## src/design/isrt_pkg.sv

```systemverilog
package isrt_pkg;

    localparam int VALUE_W       = 32;
    localparam int MAX_ITEMS_DEF = 64;
    localparam int QUEUE_DEPTH   = 2;

    typedef struct packed {
        logic signed [VALUE_W-1:0] value;
        logic                      last_item;
    } item_t;

    typedef enum logic [0:0] {
        ST_INSERT,
        ST_DRAIN
    } back_state_t;

endpackage

```

## src/design/isrt_front.sv

```systemverilog
module isrt_front (
    input  logic          aclk,
    input  logic          aresetn,
    input  logic          s_valid,
    output logic          s_ready,
    input  isrt_pkg::item_t s_item,
    output logic          q_valid,
    input  logic          q_ready,
    output isrt_pkg::item_t q_item
);
    import isrt_pkg::*;

    localparam int PTR_W = (QUEUE_DEPTH > 1) ? $clog2(QUEUE_DEPTH) : 1;
    localparam int CNT_W = $clog2(QUEUE_DEPTH + 1);

    item_t            slot_reg [QUEUE_DEPTH];
    logic [PTR_W-1:0] wr_ptr_reg, wr_ptr_next;
    logic [PTR_W-1:0] rd_ptr_reg, rd_ptr_next;
    logic [CNT_W-1:0] fill_reg, fill_next;
    logic             push, pop;

    assign s_ready = (fill_reg != CNT_W'(QUEUE_DEPTH));
    assign q_valid = (fill_reg != '0);
    assign q_item  = slot_reg[rd_ptr_reg];
    assign push    = s_valid && s_ready;
    assign pop     = q_valid && q_ready;

    always_comb begin
        wr_ptr_next = wr_ptr_reg;
        rd_ptr_next = rd_ptr_reg;
        fill_next   = fill_reg;
        if (push) begin
            wr_ptr_next = (wr_ptr_reg == PTR_W'(QUEUE_DEPTH - 1)) ? '0 : wr_ptr_reg + 1'b1;
        end
        if (pop) begin
            rd_ptr_next = (rd_ptr_reg == PTR_W'(QUEUE_DEPTH - 1)) ? '0 : rd_ptr_reg + 1'b1;
        end
        if (push && !pop) begin
            fill_next = fill_reg + 1'b1;
        end else if (pop && !push) begin
            fill_next = fill_reg - 1'b1;
        end
    end

    always_ff @(posedge aclk) begin
        if (!aresetn) begin
            wr_ptr_reg <= '0;
            rd_ptr_reg <= '0;
            fill_reg   <= '0;
        end else begin
            wr_ptr_reg <= wr_ptr_next;
            rd_ptr_reg <= rd_ptr_next;
            fill_reg   <= fill_next;
        end
    end

    always_ff @(posedge aclk) begin
        if (push) begin
            slot_reg[wr_ptr_reg] <= s_item;
        end
    end

endmodule

```

## config.mk

```make
export PLATFORM = sky130hd
export DESIGN_NAME = isrt_front
export DESIGN_NICKNAME = d
export VERILOG_FILES = /design/src/design/isrt_pkg.sv /design/src/design/isrt_front.sv
export SDC_FILE = /design/constraint.sdc
export NUM_CORES = 1
export LEC_CHECK = 0
export BUFFER_PORTS_ARGS = -buffer_cell sky130_fd_sc_hd__buf_2
export CORE_MARGIN = 2
export CORE_UTILIZATION = 41
export DETAILED_ROUTE_END_ITERATION = 10
export PLACE_DENSITY_LB_ADDON = 0.12
export SLEW_MARGIN = 5
export SYNTH_ARGS = -nofsm -noshare
export SYNTH_HDL_FRONTEND = slang
export SYNTH_SLANG_ARGS = --single-unit
```

## constraint.sdc

```tcl
create_clock -name aclk -period 2.12 [get_ports aclk]
set_input_delay 0.212 -clock aclk [delete_from_list [all_inputs] [get_ports aclk]]
set_output_delay 0.212 -clock aclk [all_outputs]
set_load 0.01 [all_outputs]
```

Yosys cells after proc, flatten, opt, wreduce, memory -nomap -nowiden
Memory sizes are Yosys's and may differ from the RTL's. A register that Yosys moved wholly into a read port is not among the register bits. Cells that the tools add are included. Widths: inputs -> output; s select.

Bits in registers: 4. RAM bits: 66. Output and inout port bits: 35. Logic and storage cells: 25. Memories kept: 1.

$add $sub $neg: 4. Equal/unequal tests: 1. Multiplexer cells: 8. Reduce and logical (&&, ||, !) cells: 8.

Memory list: slot_reg (words 2, bits a word 33, rd ports 1, clocked after memory_dff 1, write ports 1, line isrt_front.sv:16) `item_t slot_reg [QUEUE_DEPTH];`.

Operators with widths (number): $mux 1 (6); $logic_and 1x1->1 (4); $mux 2 (2); $reduce_bool 2->1 (2); $add 1x1->1 const B (2); $add 2x1->2 const B (1); $logic_not 1->1 (2); $ne 2x2->1 const B (1); $sub 2x1->2 const B (1).

Longest topological paths before layout
Gate-level depths: netlist of run 1.

Depth in word-level cells: 6. Mapped depth: 6.

Worst setup path after synthesis of run 1
No wires, ideal clock.

Kind: register to register. Start point: reg fill_reg[0]. End point: mem slot_reg[1][0] (netlist bit) (enable). Data arrival time: 1.431 ns. Data required time: 1.727 ns. Slack: 0.296 ns. Stages on the path, launching flop included: 3. Cell sequence: dfxtp_1 -> nand2b_4 -> and3_1.

Cells in the longest elaborated chain, start to end: 4.

Ends and longest elaborated chain: start, declared (line isrt_front.sv:19) `logic [CNT_W-1:0] fill_reg, fill_next;`; start signal, assigned (line isrt_front.sv:53) `fill_reg <= fill_next;`; $ne 2x2->1 (line isrt_front.sv:22) `assign s_ready = (fill_reg != CNT_W'(QUEUE_DEPTH));`; via s_ready (line isrt_front.sv:5) `output logic s_ready,`; $logic_and 1x1->1 (line isrt_front.sv:25) `assign push = s_valid && s_ready;`; $mux 1 (line isrt_front.sv:58) `if (push) begin`; $mux 1 (not written as such) (line isrt_front.sv:59) `slot_reg[wr_ptr_reg] <= s_item;`; end, declared (line isrt_front.sv:16).

The timed path passes the listed nets, and every way through them passes these cells.

==> impl_metrics.json, run 1 <==
{
  "netlist_top_cells_area": "edfxtp_1, mux2_2, dfxtp_1, and2_1, buf_2",
  "clock_latency_ns": 0.32,
  "die_area_um2": 7040,
  "synthCells": 127,
  "gp_congestion": 0.711,
  "synthFlopType": "edfxtp_1",
  "diodes": 0,
  "die_w_um": 83.9,
  "cp_top_family": "buffers and inverters",
  "final_nets": 246,
  "critPathBufInv": 2,
  "area.growth.synth_to_final_pct": 26.0,
  "ys_seq_elements": 71,
  "fin_crit_sh_pct": 83.2,
  "crit_slowest_cell": "mux2_2",
  "rows": 29,
  "clock_path_buffers": 2,
  "ctsResizeCount": 0,
  "tritoncts": "done",
  "synthTopCellsByCount": "edfxtp_1, mux2_2, dfxtp_1, and2_1, buf_2",
  "crit_path_max_fanout": 33,
  "ys_types": 19,
  "crit_path_max_incr_delay_ns": 0.40,
  "path_cells": "buf_4 -> mux2_2 -> buf_2",
  "portBuffers": 71,
  "maxSlewHeadroom_pct": 70.1,
  "critPathArrivalTime_ns": 1.55,
  "async_flop_share_pct": 0,
  "path_clk_slew_ns": 0.07,
  "synth_area_um2": 2620,
  "io_pins": 72,
  "finalHoldViolCount": 0,
  "drtIter0Drc": 30,
  "final_core_util_pct": 52.5,
  "die_y_um": 83.9,
  "yosysSeqAreaShare_pct": 79.6,
  "cts_hold_buf": 0,
  "setup_viol": 0,
  "cap_violations": 0,
  "dr_total_vias": 1364,
  "drv_slew": 0,
  "drtAntennaViolNets": 0,
  "grt-ovfl-total": 0,
  "drc": 0,
  "synth.most_common_cell": "edfxtp_1",
  "clock-sinks": 71,
  "h-tree-depth": 3,
  "start_kind": "flip-flop",
  "grt_max_degree": 34,
  "synth-edff-count": 66,
  "tightest_slew_ns": 0.449,
  "antenna_found_initial": 0,
  "coreArea_um2": 6280,
  "post_cts_buffers": 0,
  "syn-num-nets": 165,
  "dr.pass1.iters": 4,
  "powerDensity_nw_per_um2": 1180,
  "path_class": "reg2out",
  "hpwl_mm": 2.82,
  "largest_register_ffs": 66,
  "synth_top_area_cell": "edfxtp_1",
  "wl_mm": 4.23,
  "leakage_nw": 1.24,
  "finalCriticalPeriod_ns": 1.76,
  "grt_pass1_vias": 1517,
  "rsz0062_at_grt": "false",
  "synth_top_area_share_pct": 75.8,
  "initial_core_util_pct": 41.7,
  "finalClockSkew_ns": 0.00570,
  "via_per_inst": 4.70,
  "status": "finished clean",
  "worstPathRequired_ns": 1.91,
  "fmax_ghz": 0.567,
  "drive_gt1_share_pct": 58.7,
  "num-fill-cells": 538,
  "avgRoutedWirePerCell_um": 14.6,
  "syn_avg_cell_area_um2": 20.6,
  "end_kind": "output port",
  "cts_buffers": 9,
  "hold_path.class": "in2reg",
  "cts_root_buf": "clkbuf_8",
  "ir_drop_uv": 742,
  "gr-usage-all-layers_pct": 13.0,
  "grt_pass1_wl_mm": 6.98,
  "finalSetupTns_ns": 0,
  "synth_warnings": 0
}
[cell usage in the layout, fill, tap and decap left out, drive strengths merged]
master,n
buf,74
edfxtp,66
mux2,33
clkbuf,9
dfxtp,5
and2,4
clkinv,3
xnor2,2
bufinv,2
clkinvlp,2
o21ai,2
a21boi,2
nand2b,1
or2,1
and3,1
nand3b,1
inv,1
a21bo,1
xor2,1
or3,1
ha,1
[cells by family (layout without fill, tap and decap cells)]
family | Yosys count | after routing | synth area share, %
flops | 71 | 71 | 79.6
mux | 33 | 33 | 14.2
simple gates | 9 | 9 | 2.49
compound gates | 5 | 5 | 1.34
buf+inv | 5 | 91 | 0.909
xor+xnor | 3 | 3 | 1.00
fa+ha+maj | 1 | 1 | 0.478
[stage by stage]
step / setup slack, ns / area (µm²) / hold slack, ns / total power, W / instances
5_1_grt: 0.265 / 3300 / 0.0487 / 0.00411 / 290
4_1_cts: 0.318 / 3300 / 0.0527 / 0.00395 / 290
3_5_place_dp: 0.542 / 3080 / 0.403 / 0.00283 / 274
2_1_floorplan: 0.296 / 2620 / 0.311 / 0.00247 / 127
3_3_place_gp: 0.615 / 3080 / 0.400 / 0.00280 / 274
6_report: 0.356 / 3300 / 0.0719 / 0.00389 / 290
[per-layer routing]
layer	wire length [µm]	share of wire, %	global-route usage, %	vias to the layer above
li1	-	-	-	651
met1	1610	38	14.6	666
met2	2300	54	22.4	40
met3	248	5.9	4.35	7
met4	65	1.5	6.30	0
met5	0	0	0	-
[final cells by class]
| class | instances | area (µm²) | share of cell area [%] |
|---|---|---|---|
| multi-input combinational | 51 | 512 | 15.5 |
| clock buffer | 9 | 124 | 3.76 |
| sequential | 71 | 2080 | 63.2 |
| inverter | 1 | 3.75 | 0.114 |
| tap | 77 | 96.3 | 2.92 |
| timing repair buffer | 74 | 390 | 11.8 |
| clock inverter | 7 | 87.6 | 2.66 |
[final timing paths]
| check | cells past startpoint | slack [ns] | end | startpoint |
|---|---|---|---|---|
| setup / recovery | 3 | 0.36 | q_item[26] | flip-flop |
| hold / removal | 1 | 0.07 | slot_reg[1][8] | s_item[8] |
| setup reg to reg | 5 | 0.55 | fill_reg[1] | fill_reg[0] |
| hold reg to reg | 2 | 0.56 | fill_reg[1] | fill_reg[1] |
[power breakdown]
| part | switching, W | total, W | internal (W) |
|---|---|---|---|
| clock | 0.000454 | 0.00111 | 0.000652 |
| sequential | 0.0000599 | 0.00181 | 0.00175 |
| combinational | 0.000491 | 0.000969 | 0.000478 |
[worst register-to-register path: cells and delay by family (launching register included)]
| family | cells | cell delay [ns] |
|---|---|---|
| and+or+nand+nor | 3 | 0.69 |
| AOI/OAI and AO/OA | 1 | 0.14 |
| adders and majority gates | 1 | 0.33 |
| DFF | 1 | 0.36 |
(Power assumes the default switching activity.)
==> run 2: changes to the inputs <==
- clock period: 2.12 -> 1.42 ns (I/O delays scaled with it)
==> run 2 against run 1 <==
Net effect:
- die area stayed put
- register-to-register slack got worse by 0.54 ns
- the run now ends with negative setup slack left
- critical path depth unchanged
- worst hold slack gained 0.0081 ns
==> impl_metrics.json, run 2 (same netlist as run 1, synthesis figures left out) <==
{
  "stdcell_area_um2": 3960,
  "leakage_nw": 1.52,
  "via_per_inst": 4.68,
  "place_area_um2": 3210,
  "dpl.cell_count": 280,
  "pwr-share-clk_pct": 26.2,
  "ir_drop_uv": 987,
  "worstPathRequired_ns": 1.28,
  "pwr-share-comb_pct": 32.3,
  "clock_latency_ns": 0.34,
  "setup_viol": 33,
  "cp_top_family": "flip-flops",
  "path_clk_slew_ns": 0.07,
  "critPathArrivalTime_ns": 1.36,
  "io_pins": 72,
  "cts_buffers": 9,
  "gp_congestion": 0.702,
  "final_nets": 286,
  "avgRoutedWirePerCell_um": 14.7,
  "drive_gt1_share_pct": 56.1,
  "layout_commonest_cell": "edfxtp_1",
  "num-fill-cells": 471,
  "coreArea_um2": 6280,
  "grt_pass1_wl_mm": 7.94,
  "tightest_slew_ns": 0.147,
  "path_class": "reg2out",
  "grt_pass1_vias": 1704,
  "finalCriticalPeriod_ns": 1.50,
  "initial_core_util_pct": 41.7,
  "dr_total_vias": 1546,
  "status": "finished with violations",
  "fmax_ghz": 0.666,
  "grt-ovfl-total": 0,
  "largest_register_ffs": 66,
  "rsz0062_at_grt": "true",
  "finalHoldViolCount": 0,
  "p_int_w": 0.00488,
  "path_cells": "buf_12 -> mux2_2 -> buf_6",
  "grt_max_degree": 21,
  "crit_path_max_fanout": 16,
  "hold_path.class": "in2reg",
  "swShare_pct": 26.1,
  "gr-usage-all-layers_pct": 15.1,
  "drtAntennaViolNets": 0,
  "dr.pass1.iters": 4,
  "end_kind": "output port",
  "setup_slack_ns": -0.0816,
  "die_w_um": 83.9,
  "sequentialPowerShare_pct": 41.5,
  "cts_root_buf": "clkbuf_8",
  "drv_slew": 0,
  "start_kind": "flip-flop",
  "finalClockSkew_ns": 0.00655,
  "wl_mm": 4.84,
  "reg2reg_setup_slack_ns": 0.01,
  "die_area_um2": 7040,
  "drc": 0,
  "gr-usage-met2_pct": 27.2,
  "maxSlewHeadroom_pct": 90.1,
  "mostFrequentLayoutCells": "edfxtp_1, buf_2, dlygate4sd3_1",
  "use_met3_pct": 4.75,
  "clock-sinks": 71,
  "h-tree-depth": 3,
  "clock_path_buffers": 2,
  "diodes": 0,
  "switching_power_w": 0.00172,
  "violations": "negative setup slack",
  "final_core_util_pct": 63.1,
  "grt.met1_usage_pct": 15.7,
  "powerDensity_nw_per_um2": 1670,
  "crit_slowest_cell": "dfxtp_4",
  "antenna_found_initial": 0,
  "cap_violations": 0,
  "tritoncts": "done",
  "portBuffers": 71,
  "fin_crit_sh_pct": 106,
  "drtIter0Drc": 62,
  "die_y_um": 83.9,
  "crit_path_max_incr_delay_ns": 0.37,
  "critPathBufInv": 2,
  "area.growth.synth_to_final_pct": 51.5,
  "hpwl_mm": 3.11,
  "busiest_layer": "met2",
  "fin_cells": 330,
  "rows": 29
}
[run 2: changes by cell type in the layout (fill, tap and decap cells not counted), moves of 3 or more]
cell,before,now
buf_6,0,20
dfxtp_1,5,2
buf_12,1,6
dlygate4sd3_1,0,33
buf_2,71,51
mux2_2,33,22
mux2_4,0,11
[run 2: path summary, 6_finish.rpt]
check,from,to,cells after the start
max,flip-flop,q_item[29],3
min,aresetn,fill_reg[0],2
max reg2reg,fill_reg[0],fill_reg[1],6
min reg2reg,fill_reg[1],fill_reg[1],2
[run 2: layout make-up]
cell class	count	area (µm²)	share of cell area, %
sequential	71	2090	52.8
timing repair buffer	114	961	24.3
multi-input combinational	51	587	14.8
clock buffer	9	124	3.13
clock inverter	7	96.3	2.43
tap	77	96.3	2.43
inverter	1	7.51	0.189
[run 2: per-stage QoR]
stage	power [W]	TNS (ns)	setup slack [ns]	hold WS [ns]
after floorplan	0.00372	-2.52	-0.0677	0.241
after global placement	0.00441	0	0.00843	0.330
after detailed placement	0.00446	-0.0527	-0.0527	0.335
after CTS	0.00662	-2.74	-0.111	0.0569
after global routing	0.00694	-3.79	-0.139	0.0634
final	0.00660	-1.91	-0.0816	0.0800
[run 2: routing by layer]
metal / part of all wire [%] / wire length, µm
met5: 0 / 0
met4: 1.4 / 69
met3: 4.9 / 239
met2: 55 / 2670
met1: 38 / 1860
[run 2: what timing repair did]
action,in CTS,in global routing
hold buffers,33,0
setup endpoints to repair,34,34
setup buffers,1,0
gates cloned,0,0
pin swaps,3,2
resized for setup,36,3
hold endpoints to repair,66,0
[run 2: power by group through the flow]
stage	sequential (W)	combinational (W)	clock, W
global route	0.00276	0.00229	0.00189
CTS	0.00273	0.00212	0.00177
global placement	0.00275	0.00166	0
finish	0.00274	0.00213	0.00173
detailed placement	0.00277	0.00170	0
floorplan	0.00273	0.000988	0
==> run 3: changes to the inputs <==
- CELL_PAD_IN_SITES_DETAIL_PLACEMENT: default -> 1
- CELL_PAD_IN_SITES_GLOBAL_PLACEMENT: default -> 1
- CORE_UTILIZATION: 41 -> 39
==> run 3 against run 2 <==
Net effect:
- the run still ends with negative setup slack left
- non-clock buffer count is 1 higher
- first-iteration DRC count up 16%
- die area grew 4.9%
- critical path depth unchanged
- cell count grew 0.30%
- combinational power increased by 13%
- fmax down 2.1%
- worst setup slack worse by 0.032 ns
- critical endpoint is now q_item[14]
- largest power group unchanged
==> impl_metrics.json, run 3 (same netlist as run 1, synthesis figures left out) <==
{
  "status": "finished with violations",
  "violations": "negative setup slack",
  "rows": 29,
  "area.growth.synth_to_final_pct": 55.8,
  "grt.met1_usage_pct": 20.0,
  "cts_buffers": 9,
  "use_met3_pct": 4.23,
  "h-tree-depth": 3,
  "layout_commonest_cell": "edfxtp_1",
  "reg2reg_setup_slack_ns": -0.06,
  "maxSlewHeadroom_pct": 86.0,
  "antenna_found_initial": 0,
  "critPathArrivalTime_ns": 1.39,
  "worstPathRequired_ns": 1.28,
  "grt-ovfl-total": 0,
  "whs_ns": 0.0772,
  "tightest_slew_ns": 0.209,
  "path_class": "reg2out",
  "multi_input_area_um2": 606,
  "drv_slew": 0,
  "r2r_cells": 6,
  "end_kind": "output port",
  "drive_gt1_share_pct": 55.1,
  "coreArea_um2": 6420,
  "path_clk_slew_ns": 0.07,
  "crit_slowest_cell": "dfxtp_4",
  "min_from": "aresetn",
  "path_cells": "buf_12 -> mux2_2 -> buf_6",
  "hpwl_mm": 3.41,
  "clock_latency_ns": 0.35,
  "diodes": 0,
  "setup_slack_ns": -0.114,
  "avgRoutedWirePerCell_um": 17.7,
  "drc": 0,
  "dr.pass1.iters": 4,
  "die_y_um": 85.9,
  "clock-sinks": 71,
  "die_area_um2": 7380,
  "leakage_nw": 1.58,
  "finalHoldViolCount": 0,
  "gp_congestion": 0.708,
  "clock_path_buffers": 2,
  "portBuffers": 71,
  "tritoncts": "done",
  "register_area_um2": 2090,
  "die_w_um": 85.9,
  "post_cts_buffers": 0,
  "initial_core_util_pct": 40.7,
  "grt_pass1_wl_mm": 9.16,
  "io_pins": 72,
  "final_nets": 287,
  "hold_depth": 2,
  "r2r_start": "fill_reg[0]",
  "final_core_util_pct": 63.5,
  "wl_mm": 5.85,
  "mostFrequentLayoutCells": "edfxtp_1, buf_2, buf_6",
  "drtAntennaViolNets": 0,
  "drtIter0Drc": 72,
  "cap_violations": 0,
  "crit_path_max_incr_delay_ns": 0.41,
  "grt_max_degree": 21,
  "rsz0062_at_grt": "true",
  "powerDensity_nw_per_um2": 1690,
  "ir_drop_uv": 815,
  "largest_register_ffs": 66,
  "fin_crit_sh_pct": 108,
  "grt_pass1_vias": 1854,
  "finalCriticalPeriod_ns": 1.53,
  "r2r_end": "fill_reg[1]",
  "via_per_inst": 4.72,
  "num-fill-cells": 564,
  "gr-usage-met2_pct": 29.7,
  "cts_root_buf": "clkbuf_8",
  "fmax_ghz": 0.652,
  "finalClockSkew_ns": 0.0144,
  "gr-usage-all-layers_pct": 17.1,
  "dr_total_vias": 1563,
  "hold_path.class": "in2reg",
  "crit_path_max_fanout": 12,
  "busiest_layer": "met2",
  "start_kind": "flip-flop",
  "min_to": "fill_reg[0]",
  "setup_viol": 34
}
-- run 3: final cells by class --
type	count	share of cell area, %
Inverter	1	0.184
Timing Repair Buffer	115	26.1
Clock buffer	10	3.13
Tap cell	77	2.36
Multi-Input combinational cell	51	14.9
Clock inverter	6	2.09
Sequential cell	71	51.3
-- run 3: worst max path at each step --
stage / startpoint / to / depth (start not counted) / slack [ns]
finish: flip-flop / q_item[14] / 3 / -0.11
global route: flip-flop / q_item[25] / 3 / -0.17
CTS: flip-flop / q_item[31] / 3 / -0.13
detailed placement: fill_reg[1] / fill_reg[1] / 6 / -0.06
global placement: fill_reg[1] / fill_reg[1] / 6 / 0.02
floorplan: fill_reg[0] / slot_reg[0][0] / 3 / -0.07
-- run 3: power breakdown --
| group | internal, W | switching (W) |
|---|---|---|
| Sequential | 0.00263 | 0.000130 |
| Combinational | 0.00145 | 0.000946 |
| Clock | 0.000983 | 0.000738 |
| Total | 0.00507 | 0.00181 |
-- run 3: timing repair --
action,4_1_cts,5_1_grt
hold buffers,33,0
pin swaps,1,0
gates cloned,1,0
setup endpoints to repair,34,67
hold endpoints to repair,65,0
resized for setup,50,15
-- run 3: layer usage --
layer  vias to the layer above  wire length, µm
met5                         -                0
met4                         0               78
met3                         7              251
met2                        48             3160
met1                       767             2350
li1                        741                -
-- run 3: worst max-delay path, delay by kind of cell, from the launching register on --
family / cells / cell delay (ns)
flip-flops: 1 / 0.41
multiplexers: 1 / 0.35
buffers and inverters: 2 / 0.29
-- run 3: stage by stage --
stage	worst slack [ns]	area, µm²	TNS (ns)	total power [W]	instances
after floorplan	-0.0677	2640	-2.52	0.00372	127
after global placement	0.0152	3190	0	0.00436	281
after detailed placement	-0.0571	3190	-0.0571	0.00444	281
after CTS	-0.135	4010	-3.58	0.00680	331
after global routing	-0.166	4080	-4.63	0.00718	331
final	-0.114	4080	-2.88	0.00688	331
